`config.mk`:
```
export PLATFORM = sky130hd
export DESIGN_NAME = arsm_obuf_flat
export DESIGN_NICKNAME = d
export VERILOG_FILES = /design/src/hdl/arsm_pkg.sv /design/src/hdl/arsm_rsp_if.sv /design/src/hdl/arsm_obuf.sv /design/src/flat_wrapper.sv
export SDC_FILE = /design/constraint.sdc
export NUM_CORES = 1
export LEC_CHECK = 0
export BUFFER_PORTS_ARGS = -buffer_cell sky130_fd_sc_hd__buf_4
export CORE_UTILIZATION = 55
export CTS_CLUSTER_SIZE = 14
export DETAILED_ROUTE_END_ITERATION = 6
export GPL_TIMING_DRIVEN = 0
export PLACE_DENSITY = 0.82
export SETUP_SLACK_MARGIN = 0.3
export SLEW_MARGIN = 15
export SYNTH_ARGS = -nofsm -noshare
export SYNTH_HDL_FRONTEND = slang
export SYNTH_SLANG_ARGS = --single-unit
```
`constraint.sdc`:
```
create_clock -name clock -period 15.32 [get_ports clock]
set_input_delay 0.766 -clock clock [delete_from_list [all_inputs] [get_ports clock]]
set_output_delay 0.766 -clock clock [all_outputs]
set_load 0.005 [all_outputs]
```
`src/hdl/arsm_pkg.sv`:
```
`default_nettype none
package arsm_pkg;

   localparam int ElemW           = 64;
   localparam int AxisW           = 24;
   localparam int InnerCntW       = 11;
   localparam int CsrIdxW         = 2;
   localparam int CsrDataW        = 24;
   localparam int MaxInnerDefault = 1024;

   // register map
   typedef enum logic [CsrIdxW-1:0] {
      REG_REDUCE_KIND  = 2'd0,
      REG_ELEMENT_TYPE = 2'd1,
      REG_INNER_COUNT  = 2'd2,
      REG_AXIS_SIZE    = 2'd3
   } csr_index_type;

   // element type codes; 9..15 decode as u64
   localparam logic [3:0] ET_BOOL = 4'd0;
   localparam logic [3:0] ET_I8   = 4'd1;
   localparam logic [3:0] ET_U8   = 4'd2;
   localparam logic [3:0] ET_I16  = 4'd3;
   localparam logic [3:0] ET_U16  = 4'd4;
   localparam logic [3:0] ET_I32  = 4'd5;
   localparam logic [3:0] ET_U32  = 4'd6;
   localparam logic [3:0] ET_I64  = 4'd7;
   localparam logic [3:0] ET_U64  = 4'd8;

   localparam logic KIND_SUM = 1'b0;
   localparam logic KIND_MAX = 1'b1;

   typedef struct packed {
      logic             kind;
      logic [3:0]       etype;
      logic [AxisW-1:0] axis_last;
   } mode_type;

   function automatic logic [ElemW-1:0] elem_mask(input logic [3:0] et);
      logic [ElemW-1:0] m;
      unique case (et) inside
         ET_BOOL:       m = 64'h1;
         ET_I8, ET_U8:  m = 64'hFF;
         ET_I16, ET_U16: m = 64'hFFFF;
         ET_I32, ET_U32: m = 64'hFFFF_FFFF;
         default:       m = '1;
      endcase
      return m;
   endfunction

   // sign bit of signed types, zero for unsigned ones
   function automatic logic [ElemW-1:0] elem_signbit(input logic [3:0] et);
      logic [ElemW-1:0] s;
      unique case (et)
         ET_I8:   s = 64'h80;
         ET_I16:  s = 64'h8000;
         ET_I32:  s = 64'h8000_0000;
         ET_I64:  s = 64'h8000_0000_0000_0000;
         default: s = '0;
      endcase
      return s;
   endfunction

   function automatic logic [ElemW-1:0] elem_combine(input logic             kind,
                                                     input logic [3:0]       et,
                                                     input logic [ElemW-1:0] acc,
                                                     input logic [ElemW-1:0] v);
      logic [ElemW-1:0] mask;
      logic [ElemW-1:0] sb;
      logic [ElemW-1:0] r;
      mask = elem_mask(et);
      sb   = elem_signbit(et);
      if (et == ET_BOOL) begin
         r = (acc | v) & 64'h1;
      end else if (kind == KIND_SUM) begin
         r = (acc + v) & mask;
      end else begin
         r = ((v ^ sb) > (acc ^ sb)) ? v : acc;
      end
      return r;
   endfunction

endpackage
`default_nettype wire

```
`src/hdl/arsm_rsp_if.sv`:
```
`default_nettype none
interface arsm_rsp_if;
   import arsm_pkg::*;

   logic             valid;
   logic             ready;
   logic [ElemW-1:0] reduced_value;

   modport source (output valid, output reduced_value, input ready);
   modport sink   (input valid, input reduced_value, output ready);
endinterface
`default_nettype wire

```
`src/hdl/arsm_obuf.sv`:
```
`default_nettype none
module arsm_obuf (
   input  wire                        clock,
   input  wire                        reset,
   input  wire                        push,
   input  wire [arsm_pkg::ElemW-1:0]  push_value,
   output logic                       full,
   arsm_rsp_if.source                 rsp_chan
);
   import arsm_pkg::*;

   // two-entry queue; full comes from registers only
   logic [ElemW-1:0] data0_ff, data0_in;
   logic [ElemW-1:0] data1_ff, data1_in;
   logic [1:0]       count_ff, count_in;
   logic             pop;

   assign rsp_chan.valid         = (count_ff != 2'd0);
   assign rsp_chan.reduced_value = data0_ff;
   assign pop                    = rsp_chan.valid && rsp_chan.ready;
   assign full                   = (count_ff == 2'd2);

   always_comb begin
      data0_in = data0_ff;
      data1_in = data1_ff;
      count_in = count_ff;
      case ({push, pop})
         2'b10: begin
            if (count_ff == 2'd0) begin
               data0_in = push_value;
            end else begin
               data1_in = push_value;
            end
            count_in = count_ff + 2'd1;
         end
         2'b01: begin
            data0_in = data1_ff;
            count_in = count_ff - 2'd1;
         end
         2'b11: begin
            if (count_ff == 2'd1) begin
               data0_in = push_value;
            end else begin
               data0_in = data1_ff;
               data1_in = push_value;
            end
         end
         default: count_in = count_ff;
      endcase
   end

   always_ff @(posedge clock) begin
      if (reset) begin
         count_ff <= 2'd0;
      end else begin
         count_ff <= count_in;
      end
   end

   always_ff @(posedge clock) begin
      data0_ff <= data0_in;
      data1_ff <= data1_in;
   end

endmodule
`default_nettype wire

```
`src/flat_wrapper.sv`:
```
// flat-port wrapper written by rule: the top's interface ports become plain ports
module arsm_obuf_flat import arsm_pkg::*;
  (clock, reset, push, push_value, full, rsp_chan_valid, rsp_chan_reduced_value, rsp_chan_ready);
  arsm_rsp_if rsp_chan_i ();
  input  wire clock;
  input  wire reset;
  input  wire push;
  input  wire [arsm_pkg::ElemW-1:0] push_value;
  output logic full;
  output wire logic [$bits(rsp_chan_i.valid)-1:0] rsp_chan_valid;
  output wire logic [$bits(rsp_chan_i.reduced_value)-1:0] rsp_chan_reduced_value;
  input wire logic [$bits(rsp_chan_i.ready)-1:0] rsp_chan_ready;
  assign rsp_chan_valid = rsp_chan_i.valid;
  assign rsp_chan_reduced_value = rsp_chan_i.reduced_value;
  assign rsp_chan_i.ready = rsp_chan_ready;
  arsm_obuf u_core (.clock(clock), .reset(reset), .push(push), .push_value(push_value), .full(full), .rsp_chan(rsp_chan_i));
endmodule
```
==> summary.md <==
| Metric | Value |
|---|---|
| Die area | 9590 um2 |
| CTS Root Cell | clkbuf_8 |
| Top Layer Used | met4 |
| Setup crit end kind | flop |
| Wirelength, routed | 11,600 um |
| Fillers | 490 |
| YS warnings | 0 |
| Count of different cell masters after synthesis | 23 |
| PostCTS Resize Cnt | 0 |
| Power density over cell area | 173 nW/um2 |
| R2r endpoint | u_core.data1_ff[20]$_DFFE_PP_ |
| Num CTS Buffers | 17 |
| Routed met2 length | 6430 um |
| Finished Cell Area | 6970 um2 |
| Fin. Hold Viols | 0 |
| Tcrit/Tclk final | 0.194 |
| Post-synth EDFFs | 128 |
| Critical R2R Launch | u_core.count_ff[0]$_SDFFE_PP0P_ |
| Kind of critical path | flop to flop |
| Worst Skew | 10.8 ps |
| Placed Instance Area | 6380 um2 |
| Unrepaired setup endpoints after global routing | false |
| Startpoint types | flop |
| First-pass GRT wire length | 17,700 um |
| Vias in the first global route | 3,487 |
| Std-Cell Rows | 34 |
| Min Tclk post-route | 2970 ps |
| CTS H-Tree Depth | 4 |
| Die height | 97.9 um |
| Setup violators final | 0 |
| # diodes | 0 |
| Total power draw | 1.20 mW |
| Antenna viol nets, final | 0 |
| Dpl hpwl | 7490 um |
| Failing checks | DRC |
| Metal3 WL | 776 um |
| 1st-iter DRT viols | 173 |
| Register bit total from synthesis | 130 |
| Setup Fix Bufs, Post-CTS | 0 |
| Hold-fix buffers, CTS | 0 |
| Crit Path Max Fanout | 21 |
| TritonCTS Sinks | 130 |
| # DRC | 10 |
| NumNets Final | 529 |
| Largest net degree at the start of global routing | 26 |
| Max_cap viols | 0 |
| I/O pin cnt | 134 |
| Lkg Pwr | 2.84 nW |
| Area Overhead vs Synth | 37.6% |
| F_max | 337 MHz |
| DIE WIDTH | 97.9 um |
| Slew Limit Fails | 0 |
| Final Util | 0.791 |
| Max VDD drop | 0.107 mV |
| Worst Path Arrival | 3170 ps |
| Status | complete, but fails checks |
| Ratio of cells with drive above 1 in the final layout | 0.394 |
| Synth Instances | 294 |
| Critical Path Start | u_core.count_ff[0]$_SDFFE_PP0P_ |
| Average vias per placed instance | 5.88 |
| Skew-Pair Late Insertion Delay | 500 ps |
| Post-place setup slack | 12,310 ps |
| # port buffers | 133 |
| CTS tree | built |
| Synthesized area per cell | 17.2 um2 |
| Setup ws final | 12,350 ps |
| Drt first pass iters | 6 |
| Remaining Overflow, GRT | 0 |
| Req. time, crit path | 15,520 ps |
| Clock Pin Slew Worst Setup and Hold Paths | 60 ps |
| Yosys top cell by area | edfxtp_1 |
| Antenna violations before repair | 0 |
| Worst slew margin | 0.593 |
| Global-route usage over all layers | 0.247 |
| Async SR Flop Fraction | 0 |
| Core ar. | 8810 um2 |
| Via count | 3,370 |
| Setup TNS Final | 0 ps |
| Netlist Area Pre-Place | 5060 um2 |
| CP Capture Point | u_core.data1_ff[20]$_DFFE_PP_ |
| HP Class | primary input to flop |
| Wire per inst | 20.2 um |
| GP Congestion | 0.725 |
| Initial Util | 0.575 |
| Top cell type's share of synthesized area | 0.759 |
| Largest buffer count on any clock path | 2 |
| Final std cells w/o fill | 573 |
| Worst reg2reg setup slack | 12,350 ps |
| Cells on worst reg2reg path | 10 |
| Mapped Nets | 371 |
| Final hold slack | 439 ps |
| Metal-1 WL | 4250 um |
| Cell count after placement | 541 |
| Synth top area cells | edfxtp_1 76%, a22o_1 7.3%, a32oi_1 3.6%, a22oi_1 3.3%, ha_1 2.2% |
| Worst-Margin Slew | 609 ps |
| Seq/Total Area, Yosys | 0.767 |
| Top_reg_cell synth | edfxtp_1 |
logic make-up (layout without fill, tap and decap cells):
logic type      count (synthesis)  count (layout)  share of synthesized area
fa+ha+maj                       9               9                     0.0223
flops                         130             130                      0.767
buf+inv                        26             197                     0.0255
compound gates                 94              94                      0.153
xor+xnor                        1               1                    0.00173
simple gates                   34              34                     0.0307
layout by cell type (no fill, tap or decap), drive strengths merged, types with 3 or more instances in the layout:
cell      n
ha        9
a32oi    21
o21ai     3
a22oi    22
edfxtp  128
nand2    23
nand3     3
clkinv    9
bufinv    3
buf     149
clkbuf   28
a22o     42
inv       6
a21o      3
nor2      3
flip-flops by register name, summed over array words and instances (netlist names):
register and count:
u_core.data1_ff 64, u_core.rsp_chan.reduced_value 64, u_core.count_ff 2
power by group:
part,total [mW],internal (mW),switching [mW]
Sequential,0.536,0.507,0.0291
Combinational,0.275,0.136,0.138
Clock,0.393,0.247,0.146
Total,1.20,0.890,0.313
how the worst min path moves through the flow:
stage | end | depth (start not counted) | startpoint
final | u_core.count_ff[0]$_SDFFE_PP0P_ | 2 | reset
after global routing | u_core.count_ff[0]$_SDFFE_PP0P_ | 2 | reset
after global placement | u_core.count_ff[0]$_SDFFE_PP0P_ | 2 | u_core.count_ff[0]$_SDFFE_PP0P_
after floorplan | u_core.count_ff[0]$_SDFFE_PP0P_ | 2 | u_core.count_ff[0]$_SDFFE_PP0P_
after detailed placement | u_core.count_ff[0]$_SDFFE_PP0P_ | 2 | u_core.count_ff[0]$_SDFFE_PP0P_
after CTS | u_core.count_ff[0]$_SDFFE_PP0P_ | 2 | reset
metal layers:
metal	global-route usage	vias up
li1	-	1535
met4	0.0921	0
met5	0	-
met1	0.277	1666
met2	0.449	154
met3	0.0687	15
cells in the mapped netlist, types with 2 or more instances:
library cell and n:
a21o_1 3, a21oi_1 2, a22o_1 42, a22oi_1 22, a32oi_1 21, buf_2 7
buf_6 3, clkbuf_1 10, dfxtp_1 2, edfxtp_1 128, ha_1 9, inv_1 6
nand2_1 23, nand3_1 3, nor2_1 2, nor2b_1 2, o21ai_0 3
worst max-delay path: stages, from the launching register on:
cell and delay (ps):
dfxtp_1 420, inv_1 100, ha_1 250, nor2b_1 360
inv_1 170, ha_1 230, nand2_1 80, o21ai_0 130
a21oi_4 520, buf_16 240, buf_16 170
cell type report:
| type | instances | area [um2] | area share |
|---|---|---|---|
| sequential | 130 | 3880 | 0.558 |
| inverter | 6 | 22.5 | 0.00323 |
| multi-input combinational | 138 | 1070 | 0.154 |
| buffer | 20 | 106 | 0.0153 |
| clock inverter | 14 | 165 | 0.0237 |
| tap | 108 | 135 | 0.0194 |
| timing repair buffer | 139 | 1160 | 0.167 |
| clock buffer | 18 | 418 | 0.0600 |
Note: power is estimated with default switching activity, not from simulation.
