==> src/hdl/arsm_pkg.sv <==
`default_nettype none
package arsm_pkg;

   localparam int ElemW           = 64;
   localparam int AxisW           = 24;
   localparam int InnerCntW       = 11;
   localparam int CsrIdxW         = 2;
   localparam int CsrDataW        = 24;
   localparam int MaxInnerDefault = 1024;

   // register map
   typedef enum logic [CsrIdxW-1:0] {
      REG_REDUCE_KIND  = 2'd0,
      REG_ELEMENT_TYPE = 2'd1,
      REG_INNER_COUNT  = 2'd2,
      REG_AXIS_SIZE    = 2'd3
   } csr_index_type;

   // element type codes; 9..15 decode as u64
   localparam logic [3:0] ET_BOOL = 4'd0;
   localparam logic [3:0] ET_I8   = 4'd1;
   localparam logic [3:0] ET_U8   = 4'd2;
   localparam logic [3:0] ET_I16  = 4'd3;
   localparam logic [3:0] ET_U16  = 4'd4;
   localparam logic [3:0] ET_I32  = 4'd5;
   localparam logic [3:0] ET_U32  = 4'd6;
   localparam logic [3:0] ET_I64  = 4'd7;
   localparam logic [3:0] ET_U64  = 4'd8;

   localparam logic KIND_SUM = 1'b0;
   localparam logic KIND_MAX = 1'b1;

   typedef struct packed {
      logic             kind;
      logic [3:0]       etype;
      logic [AxisW-1:0] axis_last;
   } mode_type;

   function automatic logic [ElemW-1:0] elem_mask(input logic [3:0] et);
      logic [ElemW-1:0] m;
      unique case (et) inside
         ET_BOOL:       m = 64'h1;
         ET_I8, ET_U8:  m = 64'hFF;
         ET_I16, ET_U16: m = 64'hFFFF;
         ET_I32, ET_U32: m = 64'hFFFF_FFFF;
         default:       m = '1;
      endcase
      return m;
   endfunction

   // sign bit of signed types, zero for unsigned ones
   function automatic logic [ElemW-1:0] elem_signbit(input logic [3:0] et);
      logic [ElemW-1:0] s;
      unique case (et)
         ET_I8:   s = 64'h80;
         ET_I16:  s = 64'h8000;
         ET_I32:  s = 64'h8000_0000;
         ET_I64:  s = 64'h8000_0000_0000_0000;
         default: s = '0;
      endcase
      return s;
   endfunction

   function automatic logic [ElemW-1:0] elem_combine(input logic             kind,
                                                     input logic [3:0]       et,
                                                     input logic [ElemW-1:0] acc,
                                                     input logic [ElemW-1:0] v);
      logic [ElemW-1:0] mask;
      logic [ElemW-1:0] sb;
      logic [ElemW-1:0] r;
      mask = elem_mask(et);
      sb   = elem_signbit(et);
      if (et == ET_BOOL) begin
         r = (acc | v) & 64'h1;
      end else if (kind == KIND_SUM) begin
         r = (acc + v) & mask;
      end else begin
         r = ((v ^ sb) > (acc ^ sb)) ? v : acc;
      end
      return r;
   endfunction

endpackage
`default_nettype wire

==> src/hdl/arsm_csr.sv <==
`default_nettype none
module arsm_csr #(
   parameter int MAX_INNER = arsm_pkg::MaxInnerDefault,
   localparam int AW = (MAX_INNER > 1) ? $clog2(MAX_INNER) : 1
) (
   input  wire                          clock,
   input  wire                          reset,
   input  wire                          csr_we,
   input  wire [arsm_pkg::CsrIdxW-1:0]  csr_index,
   input  wire [arsm_pkg::CsrDataW-1:0] csr_wdata,
   output arsm_pkg::mode_type           mode,
   output logic [AW-1:0]                inner_last,
   output logic                         restart
);
   import arsm_pkg::*;

   logic                 kind_ff,  kind_in;
   logic [3:0]           etype_ff, etype_in;
   logic [InnerCntW-1:0] inner_ff, inner_in;
   logic [AxisW-1:0]     axis_ff,  axis_in;
   int unsigned          inner_eff;

   always_comb begin
      kind_in  = kind_ff;
      etype_in = etype_ff;
      inner_in = inner_ff;
      axis_in  = axis_ff;
      if (csr_we) begin
         unique case (csr_index_type'(csr_index))
            REG_REDUCE_KIND:  kind_in  = csr_wdata[0];
            REG_ELEMENT_TYPE: etype_in = csr_wdata[3:0];
            REG_INNER_COUNT:  inner_in = csr_wdata[InnerCntW-1:0];
            REG_AXIS_SIZE:    axis_in  = csr_wdata[AxisW-1:0];
            default:          kind_in  = kind_ff;
         endcase
      end
   end

   always_ff @(posedge clock) begin
      if (reset) begin
         kind_ff  <= KIND_SUM;
         etype_ff <= ET_BOOL;
         inner_ff <= InnerCntW'(1);
         axis_ff  <= AxisW'(1);
      end else begin
         kind_ff  <= kind_in;
         etype_ff <= etype_in;
         inner_ff <= inner_in;
         axis_ff  <= axis_in;
      end
   end

   // zero counts act as one; inner count saturates at the table depth
   always_comb begin
      inner_eff = (inner_ff == '0) ? 32'd1 : 32'(inner_ff);
      if (inner_eff > 32'(MAX_INNER)) begin
         inner_eff = 32'(MAX_INNER);
      end
      inner_last     = AW'(inner_eff - 32'd1);
      mode.kind      = kind_ff;
      mode.etype     = etype_ff;
      mode.axis_last = (axis_ff == '0) ? '0 : axis_ff - AxisW'(1);
   end

   assign restart = csr_we;

endmodule
`default_nettype wire

==> config.mk <==
export PLATFORM = sky130hd
export DESIGN_NAME = arsm_csr
export DESIGN_NICKNAME = d
export VERILOG_FILES = /design/src/hdl/arsm_pkg.sv /design/src/hdl/arsm_csr.sv
export SDC_FILE = /design/constraint.sdc
export NUM_CORES = 1
export LEC_CHECK = 0
export ABC_CLOCK_PERIOD_IN_PS = 2800
export BUFFER_PORTS_ARGS = -buffer_cell sky130_fd_sc_hd__clkbuf_2
export CELL_PAD_IN_SITES_DETAIL_PLACEMENT = 1
export CELL_PAD_IN_SITES_GLOBAL_PLACEMENT = 1
export CORE_MARGIN = 5
export CORE_UTILIZATION = 36
export CTS_BUF_LIST = sky130_fd_sc_hd__clkbuf_16
export DETAILED_ROUTE_END_ITERATION = 7
export GPL_TIMING_DRIVEN = 0
export PLACE_DENSITY_LB_ADDON = 0.1
export REMOVE_ABC_BUFFERS = 1
export SLEW_MARGIN = 20
export SYNTH_ARGS = -nofsm -noshare
export SYNTH_HDL_FRONTEND = slang
export SYNTH_SLANG_ARGS = --single-unit
export TNS_END_PERCENT = 20
==> constraint.sdc <==
create_clock -name clock -period 2.8 [get_ports clock]
set_input_delay 0.14 -clock clock [delete_from_list [all_inputs] [get_ports clock]]
set_output_delay 0.14 -clock clock [all_outputs]
set_load 0.05 [all_outputs]
==> flow_metrics.py, run 1 <==
metrics = {
    "synthesis": {
        "synth-edff-count": 0,
        "syn_area_um2": 2260,
        "synth_seq_cells": 40,
        "yosys-top-cells-area": "dfxtp_1, nand2_1, a21oi_1",
        "async_flop_share": 0,
        "synth_top_area_share": 0.354,
        "synth_ff_type": "dfxtp_1",
        "syn_area_per_cell_um2": 7.19,
        "synth.distinct_cells": 33,
        "ys_seq_area_frac": 0.354,
        "yosysTopAreaCell": "dfxtp_1",
        "yosys_warnings": 0,
        "syn_inst": 315,
    },
    "cells_and_area": {
        "nFillCells": 761,
        "syn_to_final_growth_pct": 35.7,
        "drive_gt1_frac": 0.318,
        "fin_cells": 452,
        "final_core_util": 0.510,
        "diodes": 0,
        "fin_area_um2": 3070,
        "layout.nets": 407,
    },
    "sta": {
        "fin_crit_sh": 0.987,
        "tightestPinTransition_ns": 1.03,
        "drv_slew": 0,
        "rsz0062_at_grt": "yes",
        "layout_min_cycle_time_ns": 2.76,
        "finalSetupViolations": 0,
        "fmax_ghz": 0.362,
        "timing.final.hold_violations": 0,
        "skew_ns": 0,
        "slew_headroom": 0.311,
    },
    "critical_path": {
        "worstSetupStartpointType": "flop",
        "critPathKind": "reg2out",
        "critPathMaxFanout": 7,
        "crit_path_end_kind": "output port",
        "cp.required_ns": 2.66,
        "worstReg2RegStart": "axis_ff[0]$_SDFFE_PP1P_",
        "crit_arrival_ns": 2.62,
        "crit_start": "axis_ff[10]$_SDFFE_PP0P_",
    },
    "global_route": {
        "grtUsageTotal": 0.176,
        "grt_first_pass_wirelength_um": 11000,
        "grt_most_used_layer": "met2",
        "use_met2": 0.293,
        "grt_use_met1": 0.232,
        "grt_max_degree": 41,
        "antenna_found_initial": 0,
        "grt_pass1_vias": 2360,
        "grt.overflow.total": 0,
        "met3_usage": 0.0396,
    },
    "power_and_ir_drop": {
        "peakVddDrop_uv": 251,
        "clkPwrFrac": 0.391,
        "power.total_mw": 1.74,
        "cellPowerDensity_nw_per_um2": 567,
        "power_switching_uw": 575,
        "p_seq_frac": 0.351,
        "swShare": 0.330,
        "p_int_mw": 1.17,
        "p_leak_nw": 1.30,
        "power_frac_comb": 0.258,
    },
    "route": {
        "drc_errors": 0,
        "wl_per_cell_um": 15.3,
        "num_vias": 2393,
        "drtIter0Drc": 118,
        "routed_via_density": 5.29,
        "dr.pass1.iters": 4,
        "antenna_left": 0,
        "detail_route.wirelength_um": 6900,
    },
    "placed_design": {
        "dpl_cell_area_um2": 2600,
        "port_buffers": 68,
        "dp.cells": 436,
        "place_hpwl_um": 4690,
        "place_congestion": 0.772,
    },
    "floorplan": {
        "die_area_um2": 7980,
        "die_w_um": 89.3,
        "coreArea_um2": 6030,
        "io_pins": 69,
        "initial_core_util": 0.376,
        "die_y_um": 89.3,
        "num_rows": 28,
    },
    "worst_hold_path": {
        "hold_class": "in2reg",
        "min_from": "csr_wdata[20]",
    },
    "status": {
        "outcome": "completed",
    },
    "cts": {
        "clock_latency_ns": 0.29,
        "tritoncts": "done",
        "cts_buffers": 5,
        "cts.path.max_buffers": 2,
        "htreeDepth": 2,
        "clk_pin_slew_ns": 0.06,
        "clockRootBuffer": "clkbuf_16",
        "cts.sinks": 40,
    },
    "flow_run": {
        "cap_violations": 0,
    },
}
critical path: stages, from the launching register on:
cell	delay [ns]
dfxtp_1	0.37
or4_4	0.59
or4_4	0.49
or4_1	0.50
a21oi_2	0.20
buf_8	0.17
stage by stage:
stage               setup slack [ns]  setup TNS (ns)  hold slack [ns]
finish                        0.0353               0           0.0691
detailed placement            -0.215           -2.64            0.372
floorplan                      -1.03          -15.19            0.209
CTS                          0.00966               0           0.0703
global route                 -0.0420          -0.255           0.0761
global placement               -1.26          -23.44            0.363
cells in the mapped netlist, types with 4 or more instances:
library cell and instances:
a21oi_1 44, clkbuf_1 17, dfxtp_1 40, inv_1 5
mux2i_1 7, nand2_1 77, nand2b_1 6, nor2_1 26
nor3_1 10, nor4_1 6, o21ai_0 11, o31ai_1 4
or2_2 6, or3_1 7, or4_1 10, xnor2_1 8
flip-flops by register name, indices dropped and copies added (netlist names):
register / flops
axis_ff: 24
inner_ff: 11
etype_ff: 4
kind_ff: 1
layout by cell type, fill, tap and decap left out, drive strengths merged, types with 7 or more instances in the layout:
master and n:
or4 11, xnor2 8, or3 9, a21oi 44
clkbuf 51, nand2 77, dfxtp 40, nor2 26
mux2i 7, buf 31, nor3 10, o21ai 11
path summary, 6_finish.rpt:
path	cells past startpoint	slack [ns]	endpoint
max	5	0.04	mode[19]
min	3	0.07	axis_ff[20]$_SDFFE_PP0P_
min reg2reg	2	0.47	inner_ff[1]$_SDFFE_PP0P_
max reg2reg	3	1.94	axis_ff[0]$_SDFFE_PP1P_
layer usage:
layer  share of wire  vias to the layer above  wire, µm
li1                -                     1201         -
met1            0.49                     1141      3350
met2            0.46                       45      3150
met3           0.049                        6       340
met4          0.0093                        0        64
met5               0                        -         0
power groups by stage:
| stage | clock (mW) | sequential (mW) | combinational [mW] |
|---|---|---|---|
| detailed placement | 0 | 0.624 | 0.389 |
| CTS | 0.685 | 0.612 | 0.423 |
| global route | 0.710 | 0.615 | 0.484 |
| floorplan | 0 | 0.626 | 0.269 |
| finish | 0.681 | 0.612 | 0.451 |
| global placement | 0 | 0.623 | 0.381 |
cells by family after synthesis:
logic type	Yosys count	synth area share
multiplexers	9	0.0409
buffers and inverters	28	0.0558
AND/OR/NAND/NOR	161	0.343
XOR/XNOR	11	0.0425
adder cells (fa/ha/maj)	2	0.0110
AO/OA/AOI/OAI	64	0.153
flip-flops	40	0.354
repair_timing:
action | CTS | global route
buffers inserted | 3 | 4
cloned | 0 | 1
pin swaps | 4 | 7
resized for setup | 43 | 53
endpoints found under the setup margin | 27 | 27
hold buffers | 0 | 0
endpoints found under the hold margin | 0 | 0
area by class of cell:
class / instances / area (µm²) / area share
multi-input combinational: 247 / 1430 / 0.466
sequential: 40 / 808 / 0.263
timing repair buffer: 77 / 547 / 0.178
clock buffer: 5 / 125 / 0.0407
tap: 75 / 93.8 / 0.0305
clock inverter: 3 / 46.3 / 0.0151
inverter: 5 / 21.3 / 0.00692
No activity file was read; power rests on OpenSTA's default activity.
==> run 2, diff against run 1 <==
--- a/config.mk
+++ b/config.mk
@@ -10,8 +10,8 @@
 export CELL_PAD_IN_SITES_DETAIL_PLACEMENT = 1
 export CELL_PAD_IN_SITES_GLOBAL_PLACEMENT = 1
 export CORE_MARGIN = 5
-export CORE_UTILIZATION = 36
-export CTS_BUF_LIST = sky130_fd_sc_hd__clkbuf_16
+export CORE_UTILIZATION = 37
+export CTS_BUF_LIST = sky130_fd_sc_hd__clkbuf_4 sky130_fd_sc_hd__clkbuf_8
 export DETAILED_ROUTE_END_ITERATION = 7
 export GPL_TIMING_DRIVEN = 0
 export PLACE_DENSITY_LB_ADDON = 0.1
==> run 2 against run 1 <==
Cell count stayed put. Global-route usage is 0.15 points higher. Maximum frequency is 0.39% higher. Sequential cell count stayed put. Largest cell class unchanged.
==> flow_metrics.py, run 2 (synthesis results as in run 1) <==
metrics = {
    "status": {
        "outcome": "completed",
    },
    "cts": {
        "clock_latency_ns": 0.29,
        "cts.sinks": 40,
        "clk_pin_slew_ns": 0.08,
        "postCtsHoldBufs": 0,
        "cts.path.max_buffers": 2,
        "cts_buffers": 5,
        "clockRootBuffer": "clkbuf_8",
        "tritoncts": "done",
        "htreeDepth": 2,
    },
    "route": {
        "routed_via_density": 5.27,
        "antenna_left": 0,
        "wl_per_cell_um": 15.2,
        "dr.pass1.iters": 4,
        "detail_route.wirelength_um": 6850,
        "drc_errors": 0,
        "num_vias": 2384,
        "drtIter0Drc": 76,
    },
    "floorplan": {
        "die_area_um2": 7790,
        "num_rows": 28,
        "coreArea_um2": 5920,
        "initial_core_util": 0.383,
        "die_w_um": 88.2,
        "die_y_um": 88.2,
        "io_pins": 69,
    },
    "critical_path": {
        "r2r_end": "axis_ff[0]$_SDFFE_PP1P_",
        "crit_slowest_cell": "or4_4",
        "cp.required_ns": 2.66,
        "crit_arrival_ns": 2.61,
        "crit_chain": "inv_2 > ha_4 > or4b_4 > or4_4 > nor3_4 > buf_6 > a21oi_1 > buf_4",
        "worstSetupStartpointType": "flop",
        "r2r_cells": 3,
        "crit_path_end_kind": "output port",
        "r2r_setup_slack_ns": 1.93,
        "critPathKind": "reg2out",
        "cpPeakStageDelay_ns": 0.55,
        "critPathMaxFanout": 7,
        "crit_start": "axis_ff[0]$_SDFFE_PP1P_",
        "worstReg2RegStart": "axis_ff[0]$_SDFFE_PP1P_",
    },
    "sta": {
        "fmax_ghz": 0.363,
        "fin_crit_sh": 0.984,
        "layout_min_cycle_time_ns": 2.75,
        "finalSetupViolations": 0,
        "tightestPinTransition_ns": 0.971,
        "skew_ns": 0,
        "fin_ws_ns": 0.0460,
        "drv_slew": 0,
        "slew_headroom": 0.353,
        "timing.final.hold_violations": 0,
        "rsz0062_at_grt": "yes",
    },
    "power_and_ir_drop": {
        "p_leak_nw": 1.29,
        "peakVddDrop_uv": 218,
        "cellPowerDensity_nw_per_um2": 511,
    },
    "cells_and_area": {
        "top_regs": "axis_ff: 24 flops, inner_ff: 11 flops, etype_ff: 4 flops",
        "syn_to_final_growth_pct": 35.0,
        "mostFrequentLayoutCells": "nand2_1, clkbuf_2, a21oi_1",
        "layout.nets": 407,
        "fin_area_um2": 3060,
        "nFillCells": 777,
        "multiInputGateArea_um2": 1470,
        "diodes": 0,
        "final_common_cell": "nand2_1",
        "largest-register": "axis_ff",
        "largest_reg_flops": 24,
        "regArea_um2": 808,
        "drive_gt1_frac": 0.334,
    },
    "global_route": {
        "grt.overflow.total": 0,
        "grt_pass1_vias": 2351,
        "grt_first_pass_wirelength_um": 11100,
        "grtUsageTotal": 0.177,
        "grt_max_degree": 41,
        "antenna_found_initial": 0,
    },
    "placed_design": {
        "port_buffers": 68,
        "dpl_cell_area_um2": 2600,
        "dp_slack_ns": -0.109,
        "place_congestion": 0.750,
        "place_hpwl_um": 4770,
    },
    "worst_hold_path": {
        "min_from": "csr_wdata[17]",
        "hold_depth": 3,
        "worstHoldEndpoint": "axis_ff[17]$_SDFFE_PP0P_",
        "hold_class": "in2reg",
    },
    "flow_run": {
        "cap_violations": 0,
    },
}
## run 2: cell types whose count changed in the layout (fill, tap and decap cells not counted), sizes merged
cell and delta:
clkinv +2, buf +1, clkbuf -1, clkinvlp -1
inv -1
## run 2: final cells by class
cell class	instances	area share
repair buffers	77	0.181
inverters	5	0.00614
flip-flops and latches	40	0.264
multi-input cells	247	0.480
well taps	75	0.0307
clock buffers	5	0.0225
clock inverters	3	0.0155
## run 2: how the worst max path moves through the flow
stage / to / slack (ns)
after floorplan: inner_last[6] / -1.03
after global placement: mode[2] / -1.16
after detailed placement: mode[14] / -0.11
after CTS: mode[20] / -0.002
after global routing: mode[13] / -0.06
final: mode[17] / 0.05
## run 2: power breakdown
part	leakage (nW)	internal (mW)	total, mW	switching (mW)
Combinational	0.902	0.160	0.456	0.296
Clock	0.0583	0.269	0.493	0.224
Sequential	0.327	0.589	0.613	0.0245
Total	1.29	1.02	1.56	0.545
## run 2: routing by layer
metal  GRT usage  wire length [µm]
met5           0                 0
met4      0.0330                46
met3      0.0466               355
met2       0.290              3200
met1       0.238              3260
## run 2: per-stage QoR
step | total power [mW] | instances | hold slack (ns) | utilization | TNS (ns)
3_5_place_dp | 1.01 | 436 | 0.371 | 0.440 | -1.39
6_report | 1.56 | 452 | 0.0568 | 0.516 | 0
2_1_floorplan | 0.895 | 292 | 0.209 | - | -15.19
3_3_place_gp | 1.00 | 435 | 0.363 | 0.438 | -21.45
5_1_grt | 1.64 | 452 | 0.0568 | 0.516 | -0.689
4_1_cts | 1.54 | 446 | 0.0542 | 0.487 | -0.00234
## run 2: critical path: cells and delay by family (launching register included)
family	cells	cell delay, ns
simple gates	3	1.34
buf+inv	3	0.46
flops	1	0.35
fa+ha+maj	1	0.12
compound gates	1	0.05
## run 2: repair_timing
item                                    4_1_cts  5_1_grt
pin swaps                                     4       10
gates cloned                                  0        1
gates resized for setup                      44       61
endpoints found under the setup margin       28       27
buffers inserted                              2        5
==> run 3, diff against run 2 <==
--- a/config.mk
+++ b/config.mk
@@ -10,8 +10,8 @@
 export CELL_PAD_IN_SITES_DETAIL_PLACEMENT = 1
 export CELL_PAD_IN_SITES_GLOBAL_PLACEMENT = 1
 export CORE_MARGIN = 5
-export CORE_UTILIZATION = 37
-export CTS_BUF_LIST = sky130_fd_sc_hd__clkbuf_4 sky130_fd_sc_hd__clkbuf_8
+export CORE_UTILIZATION = 35
+export CTS_BUF_LIST = sky130_fd_sc_hd__clkbuf_8 sky130_fd_sc_hd__clkbuf_16
 export DETAILED_ROUTE_END_ITERATION = 7
 export GPL_TIMING_DRIVEN = 0
 export PLACE_DENSITY_LB_ADDON = 0.1
==> run 3 against run 2 <==
Wire length shrank 2.4%. Setup slack lost 0.0019 ns. Cell count down 0.22%. First-iteration DRC count fell by 33%. Total power is 2.4% lower. Combinational power down 5.7%. Utilization fell by 5.1 points. Largest power group unchanged.
==> flow_metrics.py, run 3 (synthesis results as in run 1) <==
metrics = {
    "status": {
        "outcome": "completed",
    },
    "critical_path": {
        "critPathMaxFanout": 7,
        "critPathKind": "reg2out",
        "worstSetupStartpointType": "flop",
        "worstReg2RegStart": "axis_ff[0]$_SDFFE_PP1P_",
        "r2r_cells": 3,
        "cp.required_ns": 2.66,
        "crit_path_end_kind": "output port",
        "endpoint": "mode[21]",
        "r2r_setup_slack_ns": 1.92,
        "crit_arrival_ns": 2.62,
        "r2r_end": "axis_ff[0]$_SDFFE_PP1P_",
        "crit_start": "axis_ff[10]$_SDFFE_PP0P_",
    },
    "sta": {
        "rsz0062_at_grt": "yes",
        "tightestPinTransition_ns": 0.985,
        "fmax_ghz": 0.363,
        "fin_crit_sh": 0.984,
        "holdWs_ns": 0.0565,
        "timing.final.hold_violations": 0,
        "layout_min_cycle_time_ns": 2.76,
        "slew_headroom": 0.342,
        "drv_slew": 0,
        "skew_ns": 0,
        "finalSetupViolations": 0,
    },
    "cells_and_area": {
        "mostFrequentLayoutCells": "nand2_1, a21oi_1, clkbuf_2",
        "regArea_um2": 806,
        "multiInputGateArea_um2": 1420,
        "fin_area_um2": 2940,
        "diodes": 0,
        "final_common_cell": "nand2_1",
        "drive_gt1_frac": 0.305,
        "final_core_util": 0.465,
        "layout.nets": 404,
        "syn_to_final_growth_pct": 29.7,
        "top_regs": "axis_ff: 24 flops, inner_ff: 11 flops, etype_ff: 4 flops",
        "largest-register": "axis_ff",
        "largest_reg_flops": 24,
        "nFillCells": 830,
        "fin_cells": 451,
    },
    "route": {
        "antenna_left": 0,
        "num_vias": 2332,
        "dr.pass1.iters": 4,
        "routed_via_density": 5.17,
        "drtIter0Drc": 51,
        "detail_route.wirelength_um": 6690,
        "wl_per_cell_um": 14.8,
        "drc_errors": 0,
    },
    "floorplan": {
        "coreArea_um2": 6310,
        "initial_core_util": 0.359,
        "die_y_um": 90.4,
        "num_rows": 29,
        "die_area_um2": 8180,
        "io_pins": 69,
        "die_w_um": 90.4,
    },
    "power_and_ir_drop": {
        "power.total_mw": 1.52,
        "p_seq_frac": 0.402,
        "swShare": 0.347,
        "cellPowerDensity_nw_per_um2": 519,
        "power_switching_uw": 529,
        "p_leak_nw": 1.24,
        "clkPwrFrac": 0.316,
        "peakVddDrop_uv": 280,
        "p_int_uw": 995,
        "power_frac_comb": 0.282,
    },
    "global_route": {
        "grtUsageTotal": 0.161,
        "grt_pass1_vias": 2359,
        "grt_max_degree": 41,
        "met3_usage": 0.0408,
        "grt_most_used_layer": "met2",
        "grt_use_met1": 0.212,
        "grt.overflow.total": 0,
        "grt_first_pass_wirelength_um": 11100,
        "use_met2": 0.264,
        "antenna_found_initial": 0,
    },
    "cts": {
        "cts.path.max_buffers": 2,
        "clk_pin_slew_ns": 0.08,
        "cts.sinks": 40,
        "clockRootBuffer": "clkbuf_8",
        "tritoncts": "done",
        "clock_latency_ns": 0.30,
        "cts_buffers": 5,
        "htreeDepth": 2,
    },
    "placed_design": {
        "dp.cells": 438,
        "place_hpwl_um": 4720,
        "place_congestion": 0.739,
        "port_buffers": 68,
        "dpl_cell_area_um2": 2610,
    },
    "flow_run": {
        "cap_violations": 0,
    },
    "worst_hold_path": {
        "hold_class": "in2reg",
        "hold_depth": 3,
    },
}
==> run 3: worst min path at each step <==
stage	slack [ns]	endpoint	from
2_1_floorplan	0.21	axis_ff[10]$_SDFFE_PP0P_	reset
3_3_place_gp	0.36	axis_ff[16]$_SDFFE_PP0P_	csr_wdata[16]
3_5_place_dp	0.37	axis_ff[20]$_SDFFE_PP0P_	csr_wdata[20]
4_1_cts	0.05	axis_ff[20]$_SDFFE_PP0P_	csr_wdata[20]
5_1_grt	0.06	axis_ff[16]$_SDFFE_PP0P_	csr_wdata[16]
6_report	0.06	axis_ff[15]$_SDFFE_PP0P_	csr_wdata[15]
==> run 3: worst max-delay path, cell delays in order, from the launching register on <==
cell,delay (ns)
dfxtp_2,0.36
or4_4,0.57
or4_4,0.49
or4_1,0.52
a21oi_2,0.20
buf_8,0.17
==> run 3: cell type report <==
class                   instances  share of cell area
multi-input cells             247               0.485
flip-flops and latches         40               0.274
repair buffers                 74               0.164
well taps                      77              0.0328
clock buffers                   5              0.0234
clock inverters                 3              0.0145
inverters                       5             0.00639
==> run 3: metrics by stage <==
stage               setup TNS, ns  setup slack, ns
CTS                             0          0.00550
detailed placement          -3.07           -0.241
finish                          0           0.0441
floorplan                  -15.19            -1.03
global placement           -22.67            -1.23
global route              -0.0265          -0.0204
==> run 3: power by group through the flow <==
| stage | logic, mW | clock network (mW) | registers [mW] |
|---|---|---|---|
| global placement | 0.382 | 0 | 0.623 |
| floorplan | 0.269 | 0 | 0.626 |
| CTS | 0.423 | 0.496 | 0.612 |
| global route | 0.464 | 0.517 | 0.616 |
| finish | 0.430 | 0.482 | 0.612 |
| detailed placement | 0.388 | 0 | 0.624 |
==> run 3: routing by layer <==
layer | vias up | wire (µm)
met1 | 1085 | 3200
met2 | 44 | 3140
met4 | 0 | 59
li1 | 1195 | -
met3 | 8 | 290
met5 | - | 0
==> run 3: timing repair <==
action,in CTS,in global routing
resized for setup,46,18
pin swaps,4,7
gates cloned,0,0
hold buffers,0,0
setup buffers,3,2
endpoints found under the setup margin,28,27
